`config.mk`:
```
export PLATFORM = sky130hd
export DESIGN_NAME = isoline_cell_edge_crossings
export DESIGN_NICKNAME = d
export VERILOG_FILES = /design/src/rtl/core/iccec_pkg.sv /design/src/rtl/core/isoline_cell_edge_crossings.sv /design/src/rtl/core/iccec_lane.sv /design/src/rtl/core/iccec_merge.sv
export VERILOG_INCLUDE_DIRS = /design/src /design/src/rtl/core
export SDC_FILE = /design/constraint.sdc
export NUM_CORES = 2
export LEC_CHECK = 0
export ABC_AREA = 1
export BUFFER_PORTS_ARGS = -buffer_cell sky130_fd_sc_hd__buf_2
export CORE_MARGIN = 5
export CORE_UTILIZATION = 57
export CTS_BUF_LIST = sky130_fd_sc_hd__clkbuf_8
export DETAILED_ROUTE_END_ITERATION = 6
export HOLD_SLACK_MARGIN = 0.02
export PLACE_DENSITY_LB_ADDON = 0.15
export SLEW_MARGIN = 15
export SYNTH_ARGS = -nofsm -noshare
export SYNTH_HDL_FRONTEND = slang
export SYNTH_SLANG_ARGS = --single-unit
export TNS_END_PERCENT = 10
```
`constraint.sdc`:
```
create_clock -name clk -period 137.9 [get_ports clk]
set_input_delay 34.475 -clock clk [delete_from_list [all_inputs] [get_ports clk]]
set_output_delay 34.475 -clock clk [all_outputs]
set_load 0.01 [all_outputs]
```
`src/rtl/core/assert_macros.svh`:
```
// Assertion helpers for the isoline block.
`ifndef ASSERT_MACROS_SVH
`define ASSERT_MACROS_SVH

// Antecedent in this cycle, consequent in the next.
`define ASSERT_NEXT(label, ante, cons, msg) \
  label: assert property (@(posedge clk) disable iff (!rst_n) (ante) |=> (cons)) \
    else $error(msg);

// Antecedent and consequent in the same cycle.
`define ASSERT_NOW(label, ante, cons, msg) \
  label: assert property (@(posedge clk) disable iff (!rst_n) (ante) |-> (cons)) \
    else $error(msg);

`endif

```
`src/rtl/core/iccec_pkg.sv`:
```
`timescale 1ns / 1ps
package iccec_pkg;
  localparam int SMP_W   = 16;
  localparam int FRAC_W  = 8;
  localparam int CRD_W   = 10;
  localparam int PT_W    = CRD_W + FRAC_W;
  localparam int T_W     = FRAC_W + 1;
  localparam int DEPTH   = T_W + 1;
  localparam int NLANE   = 4;
  localparam int MAX_COLS = 1024;
  localparam int MAX_ROWS = 1024;
  localparam logic [PT_W:0] XLIM = (PT_W + 1)'((MAX_COLS - 1) << FRAC_W);
  localparam logic [PT_W:0] YLIM = (PT_W + 1)'((MAX_ROWS - 1) << FRAC_W);

  typedef logic signed [SMP_W-1:0] smp_t;
  typedef logic [PT_W-1:0]         pt_t;
  typedef logic [1:0]              edge_t;

  localparam edge_t EDGE_BOTTOM = 2'd0;
  localparam edge_t EDGE_RIGHT  = 2'd1;
  localparam edge_t EDGE_TOP    = 2'd2;
  localparam edge_t EDGE_LEFT   = 2'd3;

  typedef struct packed {
    logic           crossed;
    logic [T_W-1:0] t;
  } lane_res_t;

  typedef struct packed {
    logic load;
    logic load_ok;
  } mrg_ctl_t;
endpackage

```
`src/rtl/core/isoline_cell_edge_crossings.sv`:
```
`timescale 1ns / 1ps
// Channel  | ports                                         | moves
// in       | in_valid, in_stall, in_corner_*, in_cell_*    | one grid cell a transfer
// out      | out_valid, out_stall, out_point_*, out_edge_id, out_last_point | one point
// cfg      | cfg_wr_en, cfg_wr_data                        | contour level write
//
// Pipeline: an accepted cell reaches the merge stage through an entry
// register and one divider stage per quotient bit, 9 bits.
// Output: a cell sends its points, 2 or 4, one after another, while a cell with
// no crossings sends none; the output port moves one point a cycle unless
// out_stall holds it.
// Reset: synchronous, active low; clears valid bits, pending points and the level.
// Stalls: out_stall holds the current point; the pipeline freezes only when its
// tail holds a cell that the merge stage cannot yet take.
module isoline_cell_edge_crossings import iccec_pkg::*; (
  input  logic             clk,
  input  logic             rst_n,
  input  logic             cfg_wr_en,
  input  smp_t             cfg_wr_data,
  input  logic             in_valid,
  output logic             in_stall,
  input  smp_t             in_corner_low_left,
  input  smp_t             in_corner_low_right,
  input  smp_t             in_corner_up_right,
  input  smp_t             in_corner_up_left,
  input  logic [CRD_W-1:0] in_cell_column,
  input  logic [CRD_W-1:0] in_cell_row,
  output logic             out_valid,
  input  logic             out_stall,
  output pt_t              out_point_x,
  output pt_t              out_point_y,
  output edge_t            out_edge_id,
  output logic             out_last_point
);
`include "assert_macros.svh"

  smp_t             level_r;
  logic [DEPTH-1:0] vld_r;
  logic [CRD_W-1:0] col_r [DEPTH];
  logic [CRD_W-1:0] row_r [DEPTH];
  logic             adv;
  mrg_ctl_t         mctl;
  lane_res_t        lres [NLANE];
  smp_t             za [NLANE];
  smp_t             zb [NLANE];

  // the whole pipeline steps together unless its tail is blocked
  assign adv      = ~vld_r[DEPTH-1] | mctl.load_ok;
  assign in_stall = ~adv;

  always_ff @(posedge clk) begin
    if (!rst_n) begin
      level_r <= '0;
    end else if (cfg_wr_en) begin
      level_r <= cfg_wr_data;
    end
  end

  always_ff @(posedge clk) begin
    if (!rst_n) begin
      vld_r <= '0;
    end else if (adv) begin
      vld_r <= {vld_r[DEPTH-2:0], in_valid};
    end
  end

  always_ff @(posedge clk) begin
    if (adv) begin
      col_r[0] <= in_cell_column;
      row_r[0] <= in_cell_row;
      for (int k = 1; k < DEPTH; k++) begin
        col_r[k] <= col_r[k-1];
        row_r[k] <= row_r[k-1];
      end
    end
  end

  // edge start and end corners: bottom, right, top, left
  assign za[EDGE_BOTTOM] = in_corner_low_left;
  assign zb[EDGE_BOTTOM] = in_corner_low_right;
  assign za[EDGE_RIGHT]  = in_corner_low_right;
  assign zb[EDGE_RIGHT]  = in_corner_up_right;
  assign za[EDGE_TOP]    = in_corner_up_right;
  assign zb[EDGE_TOP]    = in_corner_up_left;
  assign za[EDGE_LEFT]   = in_corner_up_left;
  assign zb[EDGE_LEFT]   = in_corner_low_left;

  for (genvar i = 0; i < NLANE; i++) begin : g_lane
    iccec_lane u_lane (
      .clk (clk),
      .adv (adv),
      .a   (za[i]),
      .b   (zb[i]),
      .lev (level_r),
      .res (lres[i])
    );
  end

  iccec_merge u_merge (
    .clk            (clk),
    .rst_n          (rst_n),
    .tail_valid     (vld_r[DEPTH-1]),
    .lres           (lres),
    .col            (col_r[DEPTH-1]),
    .row            (row_r[DEPTH-1]),
    .ctl            (mctl),
    .out_valid      (out_valid),
    .out_stall      (out_stall),
    .out_point_x    (out_point_x),
    .out_point_y    (out_point_y),
    .out_edge_id    (out_edge_id),
    .out_last_point (out_last_point)
  );

  `ASSERT_NEXT(a_tail_held, vld_r[DEPTH-1] && !adv, vld_r[DEPTH-1], "cell lost at pipeline tail")
  `ASSERT_NEXT(a_in_enters, in_valid && !in_stall, vld_r[0], "accepted cell not in pipeline")
  `ASSERT_NEXT(a_last_ends, out_valid && !out_stall && out_last_point && !mctl.load, !out_valid,
               "points shown after last point")
  `ASSERT_NOW(a_load_ok, mctl.load, vld_r[DEPTH-1] && adv, "merge load without a cell")
endmodule

```
`src/rtl/core/iccec_lane.sv`:
```
`timescale 1ns / 1ps
// One edge: crossing test then a pipelined restoring divider, one quotient bit a stage.
module iccec_lane import iccec_pkg::*; (
  input  logic      clk,
  input  logic      adv,
  input  smp_t      a,
  input  smp_t      b,
  input  smp_t      lev,
  output lane_res_t res
);
  logic [SMP_W-1:0] rem_r [DEPTH];
  logic [SMP_W-1:0] den_r [DEPTH];
  logic [T_W-1:0]   q_r   [DEPTH];
  logic             cr_r  [DEPTH];

  logic             a_lo, b_lo;
  logic [SMP_W:0]   d_la, d_ba, d_al, d_ab;
  logic [SMP_W-1:0] num_nxt, den_nxt;

  always_comb begin
    a_lo = (a <= lev);
    b_lo = (b <= lev);
    d_la = {lev[SMP_W-1], lev} - {a[SMP_W-1], a};
    d_ba = {b[SMP_W-1], b} - {a[SMP_W-1], a};
    d_al = {a[SMP_W-1], a} - {lev[SMP_W-1], lev};
    d_ab = {a[SMP_W-1], a} - {b[SMP_W-1], b};
    if (a_lo) begin
      num_nxt = d_la[SMP_W-1:0];
      den_nxt = d_ba[SMP_W-1:0];
    end else begin
      num_nxt = d_al[SMP_W-1:0];
      den_nxt = d_ab[SMP_W-1:0];
    end
  end

  always_ff @(posedge clk) begin
    if (adv) begin
      rem_r[0] <= num_nxt;
      den_r[0] <= den_nxt;
      q_r[0]   <= '0;
      cr_r[0]  <= a_lo ^ b_lo;
    end
  end

  for (genvar k = 1; k < DEPTH; k++) begin : g_stage
    logic [SMP_W:0] sh;
    logic [SMP_W:0] diff;
    logic           ge;
    // first stage takes the integer bit, no shift
    assign sh   = (k == 1) ? {1'b0, rem_r[k-1]} : {rem_r[k-1], 1'b0};
    assign ge   = (sh >= {1'b0, den_r[k-1]});
    assign diff = sh - {1'b0, den_r[k-1]};
    always_ff @(posedge clk) begin
      if (adv) begin
        rem_r[k] <= ge ? diff[SMP_W-1:0] : sh[SMP_W-1:0];
        den_r[k] <= den_r[k-1];
        q_r[k]   <= {q_r[k-1][T_W-2:0], ge};
        cr_r[k]  <= cr_r[k-1];
      end
    end
  end

  assign res.crossed = cr_r[DEPTH-1];
  assign res.t       = q_r[DEPTH-1];
endmodule

```
`src/rtl/core/iccec_merge.sv`:
```
`timescale 1ns / 1ps
// Merges lane results into points and sends them out one a cycle unless out_stall holds them, lowest edge first.
module iccec_merge import iccec_pkg::*; (
  input  logic       clk,
  input  logic       rst_n,
  input  logic       tail_valid,
  input  lane_res_t  lres [NLANE],
  input  logic [CRD_W-1:0] col,
  input  logic [CRD_W-1:0] row,
  output mrg_ctl_t   ctl,
  output logic       out_valid,
  input  logic       out_stall,
  output pt_t        out_point_x,
  output pt_t        out_point_y,
  output edge_t      out_edge_id,
  output logic       out_last_point
);
  logic [NLANE-1:0] mask_r, mask_nxt, cur_oh, mask_left;
  pt_t              x_r [NLANE];
  pt_t              y_r [NLANE];
  edge_t            cur;
  logic             xfer;
  logic [PT_W:0]    cx, cy, one;
  logic [PT_W:0]    xv [NLANE];
  logic [PT_W:0]    yv [NLANE];

  always_comb begin
    cur = EDGE_LEFT;
    for (int i = NLANE - 1; i >= 0; i--) begin
      if (mask_r[i]) cur = edge_t'(i);
    end
    cur_oh    = mask_r & (~mask_r + 1'b1);
    xfer      = out_valid & ~out_stall;
    mask_left = xfer ? (mask_r & ~cur_oh) : mask_r;
    ctl.load_ok = (mask_left == '0);
    ctl.load    = tail_valid & ctl.load_ok;
    mask_nxt  = mask_left;
    if (ctl.load) begin
      for (int i = 0; i < NLANE; i++) mask_nxt[i] = lres[i].crossed;
    end
  end

  always_comb begin
    cx  = {1'b0, col, {FRAC_W{1'b0}}};
    cy  = {1'b0, row, {FRAC_W{1'b0}}};
    one = (PT_W + 1)'(1) << FRAC_W;
    xv[EDGE_BOTTOM] = cx + (PT_W + 1)'(lres[EDGE_BOTTOM].t);
    yv[EDGE_BOTTOM] = cy;
    xv[EDGE_RIGHT]  = cx + one;
    yv[EDGE_RIGHT]  = cy + (PT_W + 1)'(lres[EDGE_RIGHT].t);
    xv[EDGE_TOP]    = cx + one - (PT_W + 1)'(lres[EDGE_TOP].t);
    yv[EDGE_TOP]    = cy + one;
    xv[EDGE_LEFT]   = cx;
    yv[EDGE_LEFT]   = cy + one - (PT_W + 1)'(lres[EDGE_LEFT].t);
  end

  always_ff @(posedge clk) begin
    if (!rst_n) begin
      mask_r <= '0;
    end else begin
      mask_r <= mask_nxt;
    end
  end

  always_ff @(posedge clk) begin
    if (ctl.load) begin
      for (int i = 0; i < NLANE; i++) begin
        x_r[i] <= (xv[i] > XLIM) ? XLIM[PT_W-1:0] : xv[i][PT_W-1:0];
        y_r[i] <= (yv[i] > YLIM) ? YLIM[PT_W-1:0] : yv[i][PT_W-1:0];
      end
    end
  end

  assign out_valid      = (mask_r != '0);
  assign out_point_x    = x_r[cur];
  assign out_point_y    = y_r[cur];
  assign out_edge_id    = cur;
  assign out_last_point = ((mask_r & ~cur_oh) == '0);
endmodule

```
==> implementation parameters <==
Parameter                              Value

Worst setup path
  Worst R2R Start ... u_merge.mask_r[1]$_SDFF_PN0_
  Kind of start point of the critical path ... primary input
  Worst path cell trace ... buf_2 -> o21ai_0 -> nand4_1 -> nand2_4 -> inv_1 -> buf_2
  R2R setup slack ... 128.74 ns
  Crit path max-delay cell type ... sky130_fd_sc_hd__nand2_4
  Worst Reg-to-Reg Cells ... 13
  Count of buffering cells on the critical path with inverters included ... 3
  Worst setup EP type ... output pin
  Most common cell type on the critical path ... sky130_fd_sc_hd__buf_2
  Data arrival at the endpoint of the critical path ... 36.65 ns
  Critical R2R Capture ... g_lane[0].u_lane.den_r[2][15]$_DFFE_PN_
  Data required time of the worst path ... 103.43 ns
  Type of the setup path with the least slack ... in2out
  Delay of the slowest cell on the worst path ... 0.76 ns
  Highest fanout seen on the critical path ... 72
  Logic depth of the worst path, buffers included ... 6
  Top Family by Delay on Critical Path ... simple AND/OR/NAND/NOR gates

Floorplan
  Initial Utilization ... 0.575
  IO Pins ... 146
  DIE AREA ... 182000 µm²
  Row count ... 152
  DIE HEIGHT ... 427 µm
  Die width ... 427 µm
  Core box area ... 172000 µm²

STA
  Setup-failing EPs final ... 0
  Setup repair after global routing missed its margin ... no
  Number of hold-slack violations in the final timing report ... 0
  Setup WS post-layout ... 66.77 ns
  Crit path time final ... 71.13 ns
  Worst-margin pin slew ... 1.05 ns
  Achievable clock frequency ... 14.1 MHz
  Setup TNS ... 0 ns
  Pins over their slew limit ... 0
  Final worst-path cycle share ... 0.516
  Slew HR ... 0.302
  Setup Skew ... 0.104 ns

Logic synthesis
  Most numerous cell in the Yosys netlist ... sky130_fd_sc_hd__nand2_1
  Mean instance size in the synthesized netlist ... 9.89 µm²
  Flip-flop cell with the highest count after synthesis ... sky130_fd_sc_hd__edfxtp_1
  Synthesized instance count ... 9999
  Library cell occupying the most area in the post-synthesis netlist ... sky130_fd_sc_hd__edfxtp_1
  Share of async-settable or async-resettable flops after synthesis ... 0
  Synth top area cells ... sky130_fd_sc_hd__edfxtp_1 51%, sky130_fd_sc_hd__ha_1 10%, sky130_fd_sc_hd__nand2_1 7.8%
  Net count of the mapped netlist ... 10980
  Share of the synthesized area in the top cell type ... 0.511
  Count of state elements after synthesis ... 1714
  Count of cell types in the netlist ... 60
  Mapped cell area ... 98900 µm²
  Sequential cell area fraction in the yosys report ... 0.517
  Synth top cells by count ... 2050 x sky130_fd_sc_hd__nand2_1, 1684 x sky130_fd_sc_hd__edfxtp_1, 1246 x sky130_fd_sc_hd__inv_1, 828 x sky130_fd_sc_hd__ha_1, 712 x sky130_fd_sc_hd__o21ai_0
  EDFF count, synth ... 1684
  Count of yosys warnings during synthesis ... 0

Route
  Routed wire length ... 234000 µm
  Via count ... 69149
  # DRC ... 0
  Vias per std cell ... 5.42
  Number of nets still failing antenna checks after routing ... 0
  Number of optimization iterations in the first detailed-route pass ... 6
  Drt wl/cell ... 18.3 µm
  DRC marker count from the first detailed-route iteration ... 4625

Clocking
  Clock Tree Root ... sky130_fd_sc_hd__clkbuf_8
  Sink Count ... 1714
  CTS tree ... built
  Worst-path clk slew ... 0.06 ns
  Maximum buffer depth of the clock tree ... 4
  Hold bufs inserted after CTS ... 0
  Later-pin clock latency in the skew report ... 1.02 ns
  Post-CTS sizing ... 0
  Num CTS Buffers ... 298
  Number of levels the H-tree was split into ... 5
  Buffer count from post-CTS setup fixing ... 0

Power
  Worst IR Drop VDD ... 0.0201 mV
  Fraction of power consumed by the clock network ... 0.165
  Total power per unit cell area ... 24.3 nW/µm²
  Internal ... 1.55 mW
  Pwr Total ... 2.60 mW
  Static Leakage ... 48.0 nW
  Switching power ... 1.05 mW
  Sequential power share ... 0.370
  Fraction of power spent switching nets ... 0.403
  Logic pwr share ... 0.465

Placement
  Setup WS pre-CTS ... 66.73 ns
  Count of port buffers added during placement ... 145
  Cell area after placement ... 102000 µm²
  Post-DP HPWL ... 182000 µm
  Weighted congestion reported at the end of routability-driven placement ... 1.01

Global routing
  Antenna violations before repair ... 17
  Overall fraction of global-route tracks in use ... 0.256
  Largest net degree at the start of global routing ... 194
  First-pass GRT wire length ... 367000 µm
  Grt ovf ... 0
  Via count of the first global-routing pass ... 68801

Layout
  Total number of nets in the final design ... 11208
  Fraction of layout instances using a drive strength above 1 ... 0.0620
  Number of fill cells in the layout ... 14257
  Cell area after layout ... 107000 µm²
  Area growth syn-to-layout ... 8.19%

Hold path
  Hold Crit Depth ... 0
  Worst-case hold path end point ... g_lane[3].u_lane.q_r[4][3]$_DFFE_PN_
  Hold Startpoint ... g_lane[3].u_lane.q_r[3][2]$_DFFE_PN_
  Hold Crit Class ... reg2reg

Run
  Max-cap violation count ... 0

Outcome
  Outcome ... completed
sequential cells by signal, summed over array words and instances (netlist names):
signal and flops:
vld_r 10, u_merge.mask_r 4, u_merge.x_r 56, u_merge.y_r 56, level_r 16, g_lane.u_lane.den_r 576, g_lane.u_lane.q_r 180, g_lane.u_lane.cr_r 40
col_r 100, row_r 100, g_lane.u_lane.rem_r 576
worst max-delay path by stage:
stage                                  to       from  slack [ns]
finish                           in_stall  out_stall       66.77
global route                     in_stall  out_stall       66.64
CTS                              in_stall  out_stall       66.73
detailed placement               in_stall  out_stall       66.73
global placement                 in_stall  out_stall       66.78
floorplan           col_r[0][0]$_DFFE_PN_  out_stall       57.94
power by group through the flow:
stage          Clock, mW  Sequential (mW)  Combinational, mW
4_1_cts            0.443            0.960               1.20
6_report           0.428            0.959               1.21
3_5_place_dp           0            0.970               1.20
3_3_place_gp           0            0.965               1.17
5_1_grt            0.469            0.978               1.37
2_1_floorplan          0            0.911              0.956
metrics by stage:
step | util | instances | hold slack, ns
after detailed placement | 0.590 | 12237 | 0.405
after floorplan | - | 9999 | 0.400
final | 0.622 | 12758 | 0.380
after global placement | 0.590 | 12237 | 0.400
after global routing | 0.622 | 12749 | 0.378
after CTS | 0.622 | 12747 | 0.380
worst reg2reg max path: stages (launching register included):
cell and delay [ns]:
sky130_fd_sc_hd__dfxtp_1 0.53, sky130_fd_sc_hd__nor2_2 0.22, sky130_fd_sc_hd__inv_1 0.33, sky130_fd_sc_hd__nor2_1 0.87, sky130_fd_sc_hd__inv_1 0.50, sky130_fd_sc_hd__o21ai_0 0.39, sky130_fd_sc_hd__nand4_1 0.28, sky130_fd_sc_hd__nand2_4 0.76
sky130_fd_sc_hd__buf_4 0.83, sky130_fd_sc_hd__buf_4 0.78, sky130_fd_sc_hd__buf_4 0.69, sky130_fd_sc_hd__buf_4 0.84, sky130_fd_sc_hd__buf_4 0.88, sky130_fd_sc_hd__buf_4 0.79
cells by family (layout without fill, tap and decap cells):
group                      after synthesis  in the layout  synth area share
and+or+nand+nor                       3292           3292             0.138
AOI/OAI and AO/OA                     1935           1935             0.109
DFF                                   1714           1714             0.517
buffers and inverters                 1511           1949            0.0609
adders and majority gates              876            876             0.114
xor gates and xnor gates               667            667            0.0593
muxes                                    4              4          0.000405
other                                    0             11                 0
routing by layer:
metal  wire [µm]  GRT usage  up-vias
li1            -          -    34702
met1      102000      0.331    32105
met2      110000      0.428     1766
met3       11400     0.0404      574
met4       11000      0.113        2
met5          12          0        -
cell usage in the layout, fill, tap and decap left out, types with 26 or more instances in the layout:
master and instances:
sky130_fd_sc_hd__nor4_1 39, sky130_fd_sc_hd__nor2_1 575, sky130_fd_sc_hd__clkinv_1 51, sky130_fd_sc_hd__nand3b_1 26, sky130_fd_sc_hd__xor2_1 363, sky130_fd_sc_hd__dfxtp_1 30
sky130_fd_sc_hd__nor3_1 120, sky130_fd_sc_hd__a21o_1 139, sky130_fd_sc_hd__a21boi_0 57, sky130_fd_sc_hd__nand2_1 2049, sky130_fd_sc_hd__xnor2_1 302, sky130_fd_sc_hd__fa_1 48
sky130_fd_sc_hd__a31oi_1 43, sky130_fd_sc_hd__inv_1 1330, sky130_fd_sc_hd__o21ai_1 75, sky130_fd_sc_hd__ha_1 828, sky130_fd_sc_hd__buf_2 145, sky130_fd_sc_hd__a21oi_1 704
sky130_fd_sc_hd__nand3_1 303, sky130_fd_sc_hd__nand4_1 91, sky130_fd_sc_hd__edfxtp_1 1684, sky130_fd_sc_hd__o21ai_0 712, sky130_fd_sc_hd__o21bai_1 96, sky130_fd_sc_hd__clkinv_2 43
sky130_fd_sc_hd__clkbuf_8 311
area by class of cell:
cell class / instances / area (µm²) / share of cell area
clock buffers: 311 / 4280 / 0.0400
multi-input cells: 6774 / 41800 / 0.390
inverters: 1267 / 4760 / 0.0444
flip-flops and latches: 1714 / 51200 / 0.478
diodes: 11 / 27.5 / 0.000257
clock inverters: 199 / 1180 / 0.0110
repair buffers: 172 / 953 / 0.00891
well taps: 2310 / 2890 / 0.0270
Note: power is estimated with default switching activity, not from simulation.
